$ cat config.mk
export PLATFORM = sky130hd
export DESIGN_NAME = admission_table_with_waitlist_top
export DESIGN_NICKNAME = d
export VERILOG_FILES = /design/src/design/adm_pkg.sv /design/src/design/adm_ram.sv /design/src/design/adm_ctrl.sv /design/src/design/adm_dp.sv /design/src/design/admission_table_with_waitlist_top.sv
export VERILOG_INCLUDE_DIRS = /design/src /design/src/design
export SDC_FILE = /design/constraint.sdc
export NUM_CORES = 2
export LEC_CHECK = 0
export BUFFER_PORTS_ARGS = -buffer_cell sky130_fd_sc_hd__buf_2
export CAP_MARGIN = 20
export CORE_MARGIN = 2
export CORE_UTILIZATION = 35
export CTS_CLUSTER_SIZE = 10
export DETAILED_ROUTE_END_ITERATION = 8
export PLACE_DENSITY_LB_ADDON = 0.12
export SETUP_SLACK_MARGIN = 0.15
export SKIP_LAST_GASP = 1
export SLEW_MARGIN = 30
export SYNTH_ARGS = -nofsm -noshare
export SYNTH_HDL_FRONTEND = slang
export SYNTH_HIERARCHICAL = 1
export SYNTH_SLANG_ARGS = --single-unit
$ cat constraint.sdc
create_clock -name i_clk -period 9.1 [get_ports i_clk]
set_input_delay 2.275 -clock i_clk [delete_from_list [all_inputs] [get_ports i_clk]]
set_output_delay 2.275 -clock i_clk [all_outputs]
set_load 0.01 [all_outputs]
$ cat src/design/admission_table_with_waitlist_top_assert.svh
// Assertion macros shared by the admission table RTL.
// Included by the modules that carry concurrent assertions; no other dependencies.
`ifndef ADMISSION_TABLE_WITH_WAITLIST_TOP_ASSERT_SVH
`define ADMISSION_TABLE_WITH_WAITLIST_TOP_ASSERT_SVH

// Same-cycle implication, checked outside reset.
`define ADM_ASSERT_IMPL(label, clk, rst_n, ante, cons) \
    label: assert property (@(posedge clk) disable iff (!rst_n) (ante) |-> (cons)) \
        else $error("admission table assertion failed");

// Next-cycle implication, checked outside reset.
`define ADM_ASSERT_NEXT(label, clk, rst_n, ante, cons) \
    label: assert property (@(posedge clk) disable iff (!rst_n) (ante) |=> (cons)) \
        else $error("admission table assertion failed");

`endif

$ cat src/design/adm_pkg.sv
// Shared types and constants for the admission table with waitlist.
// Used by the controller, the datapath and the top level; no dependencies.
package adm_pkg;

    localparam int ID_W   = 30;
    localparam int CNT_W  = 5;
    localparam int CFG_W  = 5;
    localparam int DATA_W = 32;

    // Register indexes; each register sits at byte address four times its index.
    localparam logic REG_SEAT_LIMIT = 1'b0;
    localparam logic REG_WAIT_LIMIT = 1'b1;

    // Action codes of an input beat.
    localparam logic [1:0] ACT_ADMIT = 2'd0;
    localparam logic [1:0] ACT_JOIN  = 2'd1;
    localparam logic [1:0] ACT_LEAVE = 2'd2;

    // Status codes of a result beat.
    localparam logic [1:0] ST_DONE    = 2'd0;
    localparam logic [1:0] ST_FULL    = 2'd1;
    localparam logic [1:0] ST_DUP     = 2'd2;
    localparam logic [1:0] ST_MISSING = 2'd3;

    typedef struct packed {
        logic [1:0]      action;
        logic [ID_W-1:0] member_id;
    } t_in_beat;

    typedef struct packed {
        logic [1:0]       status;
        logic             promoted_valid;
        logic [ID_W-1:0]  promoted_id;
        logic [CNT_W-1:0] seated_count;
        logic [CNT_W-1:0] waiting_count;
    } t_out_beat;

    // Commands from the controller to the datapath.
    typedef struct packed {
        logic       take_item;
        logic       scan_start;
        logic       scan_wait;
        logic       scan_run;
        logic       append_seat;
        logic       append_wait;
        logic       move_last;
        logic       promote;
        logic       load_out;
        logic [1:0] status;
    } t_ctl_cmd;

    // Status from the datapath to the controller.
    typedef struct packed {
        logic seat_full;
        logic wait_full;
        logic scan_done;
        logic scan_hit;
        logic wait_nonempty;
        logic out_busy;
    } t_dp_stat;

endpackage

$ cat src/design/adm_ram.sv
// Generic single-write, single-read RAM with a registered read port.
// Stands alone; instantiated for the seat table and the waitlist ring.
module adm_ram #(
    parameter int WIDTH = 30,
    parameter int DEPTH = 16
) (
    input  logic                     i_clk,
    input  logic                     i_wr_en,
    input  logic [$clog2(DEPTH)-1:0] i_wr_addr,
    input  logic [WIDTH-1:0]         i_wr_data,
    input  logic [$clog2(DEPTH)-1:0] i_rd_addr,
    output logic [WIDTH-1:0]         o_rd_data
);

    logic [WIDTH-1:0] r_mem [DEPTH];
    logic [WIDTH-1:0] r_rd_data;

    // Write port and registered read port.
    always_ff @(posedge i_clk) begin
        if (i_wr_en) begin
            r_mem[i_wr_addr] <= i_wr_data;
        end
        r_rd_data <= r_mem[i_rd_addr];
    end

    assign o_rd_data = r_rd_data;

endmodule

$ cat src/design/adm_ctrl.sv
// Controller state machine of the admission table: sequences decode, scan,
// move, promotion and result delivery. Depends on adm_pkg.
module adm_ctrl
    import adm_pkg::*;
(
    input  logic     i_clk,
    input  logic     i_rst_n,
    input  logic     i_in_valid,
    input  logic [1:0] i_action,
    output logic     o_in_stall,
    input  t_dp_stat i_stat,
    output t_ctl_cmd o_cmd
);

    typedef enum logic [6:0] {
        S_IDLE   = 7'b0000001,
        S_DECODE = 7'b0000010,
        S_SCAN   = 7'b0000100,
        S_RDLAST = 7'b0001000,
        S_MOVE   = 7'b0010000,
        S_PROMO  = 7'b0100000,
        S_FINISH = 7'b1000000
    } t_state;

    t_state     r_state, n_state;
    logic [1:0] r_action, n_action;
    logic [1:0] r_status, n_status;

    // Next-state and command decode.
    always_comb begin
        n_state  = r_state;
        n_action = r_action;
        n_status = r_status;
        o_cmd    = '0;
        case (r_state)
            S_IDLE: begin
                if (i_in_valid) begin
                    o_cmd.take_item = 1'b1;
                    n_action        = i_action;
                    n_state         = S_DECODE;
                end
            end
            S_DECODE: begin
                n_status = ST_DONE;
                case (r_action)
                    ACT_ADMIT: begin
                        if (i_stat.seat_full) begin
                            n_status = ST_FULL;
                            n_state  = S_FINISH;
                        end else begin
                            o_cmd.scan_start = 1'b1;
                            n_state          = S_SCAN;
                        end
                    end
                    ACT_JOIN: begin
                        if (i_stat.wait_full) begin
                            n_status = ST_FULL;
                            n_state  = S_FINISH;
                        end else begin
                            o_cmd.scan_start = 1'b1;
                            o_cmd.scan_wait  = 1'b1;
                            n_state          = S_SCAN;
                        end
                    end
                    ACT_LEAVE: begin
                        o_cmd.scan_start = 1'b1;
                        n_state          = S_SCAN;
                    end
                    default: begin
                        n_status = ST_MISSING;
                        n_state  = S_FINISH;
                    end
                endcase
            end
            S_SCAN: begin
                o_cmd.scan_run = 1'b1;
                if (i_stat.scan_done) begin
                    n_state = S_FINISH;
                    case (r_action)
                        ACT_ADMIT: begin
                            if (i_stat.scan_hit) begin
                                n_status = ST_DUP;
                            end else begin
                                o_cmd.append_seat = 1'b1;
                            end
                        end
                        ACT_JOIN: begin
                            if (i_stat.scan_hit) begin
                                n_status = ST_DUP;
                            end else begin
                                o_cmd.append_wait = 1'b1;
                            end
                        end
                        ACT_LEAVE: begin
                            if (i_stat.scan_hit) begin
                                n_state = S_RDLAST;
                            end else begin
                                n_status = ST_MISSING;
                            end
                        end
                        default: n_status = ST_MISSING;
                    endcase
                end
            end
            S_RDLAST: begin
                n_state = S_MOVE;
            end
            S_MOVE: begin
                o_cmd.move_last = 1'b1;
                n_state = i_stat.wait_nonempty ? S_PROMO : S_FINISH;
            end
            S_PROMO: begin
                o_cmd.promote = 1'b1;
                n_state       = S_FINISH;
            end
            S_FINISH: begin
                if (!i_stat.out_busy) begin
                    o_cmd.load_out = 1'b1;
                    n_state        = S_IDLE;
                end
            end
            default: n_state = S_IDLE;
        endcase
        o_cmd.status = r_status;
    end

    // State registers.
    always_ff @(posedge i_clk) begin
        if (!i_rst_n) begin
            r_state  <= S_IDLE;
            r_action <= ACT_ADMIT;
            r_status <= ST_DONE;
        end else begin
            r_state  <= n_state;
            r_action <= n_action;
            r_status <= n_status;
        end
    end

    assign o_in_stall = (r_state != S_IDLE);

endmodule

$ cat src/design/adm_dp.sv
// Datapath of the admission table: seat table and waitlist RAMs, counts,
// sequential membership scan and the result register. Depends on adm_pkg, adm_ram and the assertion header.
`include "admission_table_with_waitlist_top_assert.svh"
module adm_dp
    import adm_pkg::*;
#(
    parameter int SEAT_SLOTS = 16,
    parameter int WAIT_SLOTS = 16
) (
    input  logic             i_clk,
    input  logic             i_rst_n,
    input  t_in_beat         i_in_data,
    input  logic [CFG_W-1:0] i_seat_limit,
    input  logic [CFG_W-1:0] i_wait_limit,
    input  t_ctl_cmd         i_cmd,
    output t_dp_stat         o_stat,
    input  logic             i_out_stall,
    output logic             o_out_valid,
    output t_out_beat        o_out_data
);

    localparam int SAW  = $clog2(SEAT_SLOTS);
    localparam int WAW  = $clog2(WAIT_SLOTS);
    localparam int SCW  = $clog2(SEAT_SLOTS + 1);
    localparam int WCW  = $clog2(WAIT_SLOTS + 1);
    localparam int KW   = (SCW > WCW) ? SCW : WCW;
    localparam int MCW  = (KW > CFG_W) ? KW : CFG_W;
    localparam int TW   = WAW + 1;

    logic [ID_W-1:0] r_id;
    logic [SCW-1:0]  r_seat_cnt;
    logic [WAW-1:0]  r_wait_head;
    logic [WCW-1:0]  r_wait_fill;
    logic            r_pvalid;
    logic [ID_W-1:0] r_pid;

    // Scan state.
    logic            r_scan_wait;
    logic [KW-1:0]   r_scan_n;
    logic [KW-1:0]   r_k;
    logic [WAW-1:0]  r_wptr;
    logic            r_cmp_vld;
    logic [SAW-1:0]  r_cmp_k;
    logic            r_hit;
    logic [SAW-1:0]  r_hit_idx;

    logic            r_out_vld;
    t_out_beat       r_out_data;

    logic [ID_W-1:0] seat_rd, wait_rd, scan_rd;
    logic [SAW-1:0]  seat_rd_addr, seat_wr_addr;
    logic [WAW-1:0]  wait_rd_addr, wait_tail, wptr_inc, head_inc;
    logic [ID_W-1:0] seat_wr_data;
    logic            seat_wr_en;
    logic [SCW-1:0]  seat_last;
    logic [TW-1:0]   tail_sum;
    logic            issue, cmp_match;
    logic [MCW-1:0]  seat_cnt_x, wait_fill_x;

    assign seat_cnt_x  = MCW'(r_seat_cnt);
    assign wait_fill_x = MCW'(r_wait_fill);

    // Capacity checks against the smaller of the limit and the slot count.
    assign o_stat.seat_full = (seat_cnt_x >= MCW'(i_seat_limit))
                              || (r_seat_cnt >= SCW'(SEAT_SLOTS));
    assign o_stat.wait_full = (wait_fill_x >= MCW'(i_wait_limit))
                              || (r_wait_fill >= WCW'(WAIT_SLOTS));
    assign o_stat.wait_nonempty = (r_wait_fill != '0);
    assign o_stat.scan_hit      = r_hit;
    assign o_stat.scan_done     = r_hit || ((r_k == r_scan_n) && !r_cmp_vld);
    assign o_stat.out_busy      = r_out_vld && i_out_stall;

    // Ring index arithmetic with wrap at the slot count.
    assign tail_sum  = TW'(r_wait_head) + TW'(r_wait_fill);
    assign wait_tail = (tail_sum >= TW'(WAIT_SLOTS)) ? WAW'(tail_sum - TW'(WAIT_SLOTS))
                                                     : WAW'(tail_sum);
    assign wptr_inc  = (r_wptr == WAW'(WAIT_SLOTS - 1)) ? '0 : r_wptr + WAW'(1);
    assign head_inc  = (r_wait_head == WAW'(WAIT_SLOTS - 1)) ? '0
                                                             : r_wait_head + WAW'(1);

    // Read addresses: the scan walks one entry per cycle, otherwise the last
    // seat and the waitlist head are presented for a leave.
    assign seat_last    = r_seat_cnt - SCW'(1);
    assign seat_rd_addr = (i_cmd.scan_run && !r_scan_wait) ? r_k[SAW-1:0]
                                                           : seat_last[SAW-1:0];
    assign wait_rd_addr = (i_cmd.scan_run && r_scan_wait) ? r_wptr : r_wait_head;

    assign issue     = i_cmd.scan_run && (r_k != r_scan_n);
    assign scan_rd   = r_scan_wait ? wait_rd : seat_rd;
    assign cmp_match = r_cmp_vld && (scan_rd == r_id);

    // Seat table write port: append, fill a vacated slot, or promote.
    always_comb begin
        seat_wr_en   = 1'b0;
        seat_wr_addr = r_seat_cnt[SAW-1:0];
        seat_wr_data = r_id;
        if (i_cmd.append_seat) begin
            seat_wr_en = 1'b1;
        end else if (i_cmd.move_last) begin
            seat_wr_en   = 1'b1;
            seat_wr_addr = r_hit_idx;
            seat_wr_data = seat_rd;
        end else if (i_cmd.promote) begin
            seat_wr_en   = 1'b1;
            seat_wr_data = wait_rd;
        end
    end

    adm_ram #(
        .WIDTH (ID_W),
        .DEPTH (SEAT_SLOTS)
    ) u_seat_ram (
        .i_clk     (i_clk),
        .i_wr_en   (seat_wr_en),
        .i_wr_addr (seat_wr_addr),
        .i_wr_data (seat_wr_data),
        .i_rd_addr (seat_rd_addr),
        .o_rd_data (seat_rd)
    );

    adm_ram #(
        .WIDTH (ID_W),
        .DEPTH (WAIT_SLOTS)
    ) u_wait_ram (
        .i_clk     (i_clk),
        .i_wr_en   (i_cmd.append_wait),
        .i_wr_addr (wait_tail),
        .i_wr_data (r_id),
        .i_rd_addr (wait_rd_addr),
        .o_rd_data (wait_rd)
    );

    // Item, scan bookkeeping and payload registers.
    always_ff @(posedge i_clk) begin
        if (i_cmd.take_item) begin
            r_id  <= i_in_data.member_id;
            r_pid <= '0;
        end
        if (i_cmd.scan_start) begin
            r_scan_wait <= i_cmd.scan_wait;
            r_scan_n    <= i_cmd.scan_wait ? KW'(r_wait_fill) : KW'(r_seat_cnt);
            r_wptr      <= r_wait_head;
        end else if (issue) begin
            r_wptr <= wptr_inc;
        end
        if (issue) begin
            r_cmp_k <= r_k[SAW-1:0];
        end
        // A promoted ID may be seated twice, so only the first match names the slot.
        if (cmp_match && !r_hit) begin
            r_hit_idx <= r_cmp_k;
        end
        if (i_cmd.promote) begin
            r_pid <= wait_rd;
        end
        if (i_cmd.load_out) begin
            r_out_data.status         <= i_cmd.status;
            r_out_data.promoted_valid <= r_pvalid;
            r_out_data.promoted_id    <= r_pid;
            r_out_data.seated_count   <= seat_cnt_x[CNT_W-1:0];
            r_out_data.waiting_count  <= wait_fill_x[CNT_W-1:0];
        end
    end

    // Control state: counts, ring head, scan flags and output valid.
    always_ff @(posedge i_clk) begin
        if (!i_rst_n) begin
            r_seat_cnt  <= '0;
            r_wait_head <= '0;
            r_wait_fill <= '0;
            r_pvalid    <= 1'b0;
            r_k         <= '0;
            r_cmp_vld   <= 1'b0;
            r_hit       <= 1'b0;
            r_out_vld   <= 1'b0;
        end else begin
            if (i_cmd.take_item) begin
                r_pvalid <= 1'b0;
            end
            if (i_cmd.scan_start) begin
                r_k       <= '0;
                r_cmp_vld <= 1'b0;
                r_hit     <= 1'b0;
            end else begin
                if (issue) begin
                    r_k <= r_k + KW'(1);
                end
                r_cmp_vld <= issue;
                if (cmp_match) begin
                    r_hit <= 1'b1;
                end
            end
            if (i_cmd.append_seat) begin
                r_seat_cnt <= r_seat_cnt + SCW'(1);
            end else if (i_cmd.move_last) begin
                r_seat_cnt <= r_seat_cnt - SCW'(1);
            end else if (i_cmd.promote) begin
                r_seat_cnt <= r_seat_cnt + SCW'(1);
            end
            if (i_cmd.append_wait) begin
                r_wait_fill <= r_wait_fill + WCW'(1);
            end else if (i_cmd.promote) begin
                r_wait_fill <= r_wait_fill - WCW'(1);
                r_wait_head <= head_inc;
                r_pvalid    <= 1'b1;
            end
            if (i_cmd.load_out) begin
                r_out_vld <= 1'b1;
            end else if (!i_out_stall) begin
                r_out_vld <= 1'b0;
            end
        end
    end

    assign o_out_valid = r_out_vld;
    assign o_out_data  = r_out_data;

    // A promotion only ever drains a non-empty waitlist.
    `ADM_ASSERT_IMPL(a_promote_needs_wait, i_clk, i_rst_n, i_cmd.promote, r_wait_fill != '0)
    // A vacated slot is filled only after the scan found the ID.
    `ADM_ASSERT_IMPL(a_move_after_hit, i_clk, i_rst_n, i_cmd.move_last, r_hit)
    // A new result never overwrites one that is still stalled.
    `ADM_ASSERT_IMPL(a_no_result_overwrite, i_clk, i_rst_n, i_cmd.load_out, !o_stat.out_busy)
    // An admit grows the table by exactly one entry.
    `ADM_ASSERT_NEXT(a_admit_grows, i_clk, i_rst_n, i_cmd.append_seat, r_seat_cnt == SCW'($past(r_seat_cnt) + SCW'(1)))

endmodule

$ cat src/design/admission_table_with_waitlist_top.sv
// Admission table with FIFO waitlist, top level. One item at a time: the input stalls
// from acceptance until the result is loaded. Admit and leave scan the seat table and
// join scans the waitlist, reading one RAM entry per cycle; a leave that finds its ID
// moves the last seat into the vacated slot and then promotes the waitlist head if there
// is one, and a full store rejects without a scan. The registered result beat becomes
// valid in the same cycle that the next item can be accepted. Synchronous active-low
// reset sets both limits to 10 and empties table and waitlist; no clearing pass is needed.
module admission_table_with_waitlist_top
    import adm_pkg::*;
#(
    parameter int SEAT_SLOTS = 16,
    parameter int WAIT_SLOTS = 16
) (
    input  logic              i_clk,
    input  logic              i_rst_n,
    input  logic              i_in_valid,
    output logic              o_in_stall,
    input  t_in_beat          i_in_data,
    output logic              o_out_valid,
    input  logic              i_out_stall,
    output t_out_beat         o_out_data,
    input  logic              psel,
    input  logic              penable,
    input  logic              pwrite,
    input  logic [2:0]        paddr,
    input  logic [DATA_W-1:0] pwdata,
    output logic [DATA_W-1:0] prdata,
    output logic              pready
);

    localparam logic [CFG_W-1:0] LIMIT_RESET = CFG_W'(10);

    logic [CFG_W-1:0] r_seat_limit;
    logic [CFG_W-1:0] r_wait_limit;
    logic             cfg_wr;
    t_ctl_cmd         cmd;
    t_dp_stat         stat;

    assign pready = 1'b1;
    assign cfg_wr = psel && penable && pwrite && pready;

    // Configuration registers; only address bit 2 selects a register, the low address bits are ignored.
    always_ff @(posedge i_clk) begin
        if (!i_rst_n) begin
            r_seat_limit <= LIMIT_RESET;
            r_wait_limit <= LIMIT_RESET;
        end else if (cfg_wr) begin
            case (paddr[2])
                REG_SEAT_LIMIT: r_seat_limit <= pwdata[CFG_W-1:0];
                REG_WAIT_LIMIT: r_wait_limit <= pwdata[CFG_W-1:0];
                default: ;
            endcase
        end
    end

    // Register readback.
    always_comb begin
        case (paddr[2])
            REG_SEAT_LIMIT: prdata = DATA_W'(r_seat_limit);
            REG_WAIT_LIMIT: prdata = DATA_W'(r_wait_limit);
            default:        prdata = '0;
        endcase
    end

    adm_ctrl u_ctrl (
        .i_clk      (i_clk),
        .i_rst_n    (i_rst_n),
        .i_in_valid (i_in_valid),
        .i_action   (i_in_data.action),
        .o_in_stall (o_in_stall),
        .i_stat     (stat),
        .o_cmd      (cmd)
    );

    adm_dp #(
        .SEAT_SLOTS (SEAT_SLOTS),
        .WAIT_SLOTS (WAIT_SLOTS)
    ) u_dp (
        .i_clk        (i_clk),
        .i_rst_n      (i_rst_n),
        .i_in_data    (i_in_data),
        .i_seat_limit (r_seat_limit),
        .i_wait_limit (r_wait_limit),
        .i_cmd        (cmd),
        .o_stat       (stat),
        .i_out_stall  (i_out_stall),
        .o_out_valid  (o_out_valid),
        .o_out_data   (o_out_data)
    );

endmodule
==> run metrics <==
outcome=complete, no violations; CP arrival=between 2 and 3 ns; Setup WS pre-CTS=3.89 ns; number of global-route vias before repair=roughly 24,000; Final Hold Fails=0; largest net degree at the start of global routing=roughly 120; Detail Placement HPWL=65.2 mm; main area contributors after synthesis=edfxtp_1, mux4_2, mux4_1, dfxtp_1, a22oi_1; CP max-delay cell=mux2_2; kind of critical path=in -> out; clock root buffer=clkbuf_16; Worst-Skew Late Latency=roughly 0.74 ns; I/O pins=approximately 150; via count=22,700; design area=~53,000 sq um; initial antenna violation count=2; top cell family by delay on the critical path=multiplexers; chip width=368 microns; global route overflow=0; number of synthesized flops with an enable pin=1,081; Max clock buf depth=3; core area=roughly 130,000 sq um; routability cong.=between 0.8 and 0.9; top_reg_cell synth=edfxtp_1; Final Setup Violations=0; Initial Util=0.353; Synth top area share=0.699; most frequent CP cell=buf_2; Routed wire per std cell=between 20 and 30 microns; Slew HR=0.431; min Tclk post-route=around 5.2 ns; Mean Syn Cell Area=approximately 20 sq um; CP Cell Sequence=buf_2 > mux2_2 > buf_2; Worst Setup Slack, final=3.88 ns; CP max stage delay=around 0.35 ns; Mapped Cells=roughly 2,300; number of detailed-route iterations in the first pass=5; DRC=0; Overall Power=11.7 mW; Mapped Area=approximately 46,000 sq um; Worst setup EP type=output pin; Die Y=approximately 370 microns; # nets final=2,649; Synth warnings=6; Placed Cells incl. Taps=4,164; worst slew pin tran=0.846 ns; FFs w/ async S/R, synth=0; Worst-path clk slew=0.05 ns; first-pass GRT wire length=about 170 mm; PwrDens=~220 nW/um^2; Pins Over Slew Limit=0; maxcap violations=0; Peak Freq=roughly 190 MHz; Top Layer Used=met4; Met3 Wirelength=4.61 mm; HP Class=reg -> reg; Hold-fix buffers, CTS=0; FF+latch count, synth=around 1,200; Post-CTS Setup Bufs=0; vias per cell=5.14; Cell Area, Placed=a little under 50,000 sq um; Die ar.=between 100,000 and 150,000 sq um; H-tree levels=4; initial DRC count=about 1,800; Post-DRT Antenna Nets=0; Pleak=about 18 nW; Seq/Total Area, Yosys=0.744; Post-synth top cells=edfxtp_1, a22oi_1, mux4_2; Synth cell types=67; Finished Layout Cells=roughly 4,400; CP bufs+invs=2; Synth area leader=edfxtp_1; WL final=roughly 110 mm; FP Rows=133; Critical Path Fanout Max=9; period utilization=0.573; RSZ-0062 raised after global routing=no; met2 wire length=57.2 mm; Crit path required time=just under 7 ns; Layout area overhead=15.1%; worst ir drop on vdd=roughly 0.15 mV; post-cts resize count=0; Sum Neg Setup Slack=0 ns; crit start category=primary input; wire length on met1=between 40 and 50 mm; CTS Buf Count=around 140; GRT Total Usage=0.168; fraction of layout cells with a size suffix above 1=0.213; top-count cell post-synth=edfxtp_1; I/O Buffers=94; CTS tree=built; Clock Skew=around 0.03 ns; clock sinks=around 1,200
[path summary, 6_finish.rpt]
kind / start / to / slack [ns] / cells after the start
max: paddr[2] / prdata[3] / 3.88 / 3
min: u_dp/r_pid[8] / u_dp/o_out_data[18] / 0.42 / 0
max reg2reg: u_dp/r_k[2] / u_dp/u_seat_ram/r_mem[14][15] / 4.41 / 13
min reg2reg: u_dp/r_pid[8] / u_dp/o_out_data[18] / 0.42 / 0
[final cells by class]
| cell class | instances | area, sq um |
|---|---|---|
| repair buffers | 193 | 1270 |
| clock buffers | 232 | 4010 |
| diodes | 9 | 22.5 |
| fillers | 11700 | 78200 |
| flip-flops and latches | 1185 | 34500 |
| clock inverters | 11 | 106 |
| multi-input cells | 1007 | 11200 |
| inverters | 24 | 90.1 |
| well taps | 1755 | 2200 |
[report_power, final]
group / switching, mW / internal (mW)
Clock: 2.09 / 2.98
Combinational: 0.267 / 0.120
Sequential: 0.108 / 6.13
[registers in the layout, summed over array words and instances (netlist names), 7 cells and up]
signal	count
u_dp/u_seat_ram/r_mem	480
u_dp/u_wait_ram/r_mem	480
u_dp/o_out_data	43
u_dp/r_id	30
u_dp/r_pid	30
u_dp/u_seat_ram/o_rd_data	30
u_dp/u_wait_ram/o_rd_data	30
u_ctrl/r_state	7
[cell usage in the layout, fill, tap and decap left out, types with 41 or more instances in the layout]
cell	netlist	final
a21oi_1	50	48
buf_2	22	94
a22oi_1	150	150
nand2_1	105	105
mux4_2	132	132
clkbuf_16	0	145
o21ai_0	49	45
dfxtp_1	104	104
mux4_1	108	108
nor2b_1	50	44
edfxtp_1	1081	1081
buf_4	30	95
and2_1	43	41
mux2i_1	42	42
clkbuf_1	59	82
xnor2_1	41	41
[stage by stage]
stage	hold slack, ns	util
2_1_floorplan	0.400	-
3_3_place_gp	0.408	0.374
3_5_place_dp	0.406	0.374
4_1_cts	0.419	0.406
5_1_grt	0.424	0.406
6_report	0.419	0.406
[routing by layer]
metal | vias up | GRT usage
met1 | 12000 | 0.222
met4 | 0 | 0.0510
met5 | - | 0
met3 | 187 | 0.0271
met2 | 533 | 0.285
li1 | 9955 | -
[kinds of logic (layout without fill, tap and decap cells)]
group,after synthesis,in the layout,synth area share
mux,295,295,0.137
compound gates,275,275,0.0395
fa+ha+maj,23,23,0.00652
xor+xnor,56,56,0.0106
flops,1185,1185,0.744
other cells,2,37,0.000162
buf+inv,167,460,0.0247
simple gates,330,330,0.0374
[worst reg2reg max path, cell delays in order (launching register included)]
cell and delay [ns]:
dfxtp_1 0.46, xor2_1 0.11, nor2_1 0.14, nand4_1 0.14, o21bai_1 0.34, nand2_4 0.12, nor4_2 0.16, buf_4 0.40
nor2b_4 0.08, buf_4 0.27, o21ai_1 0.59, nand2b_1 0.41, nor2_4 0.58, buf_4 0.52
Power figures use the tool's default switching activity.
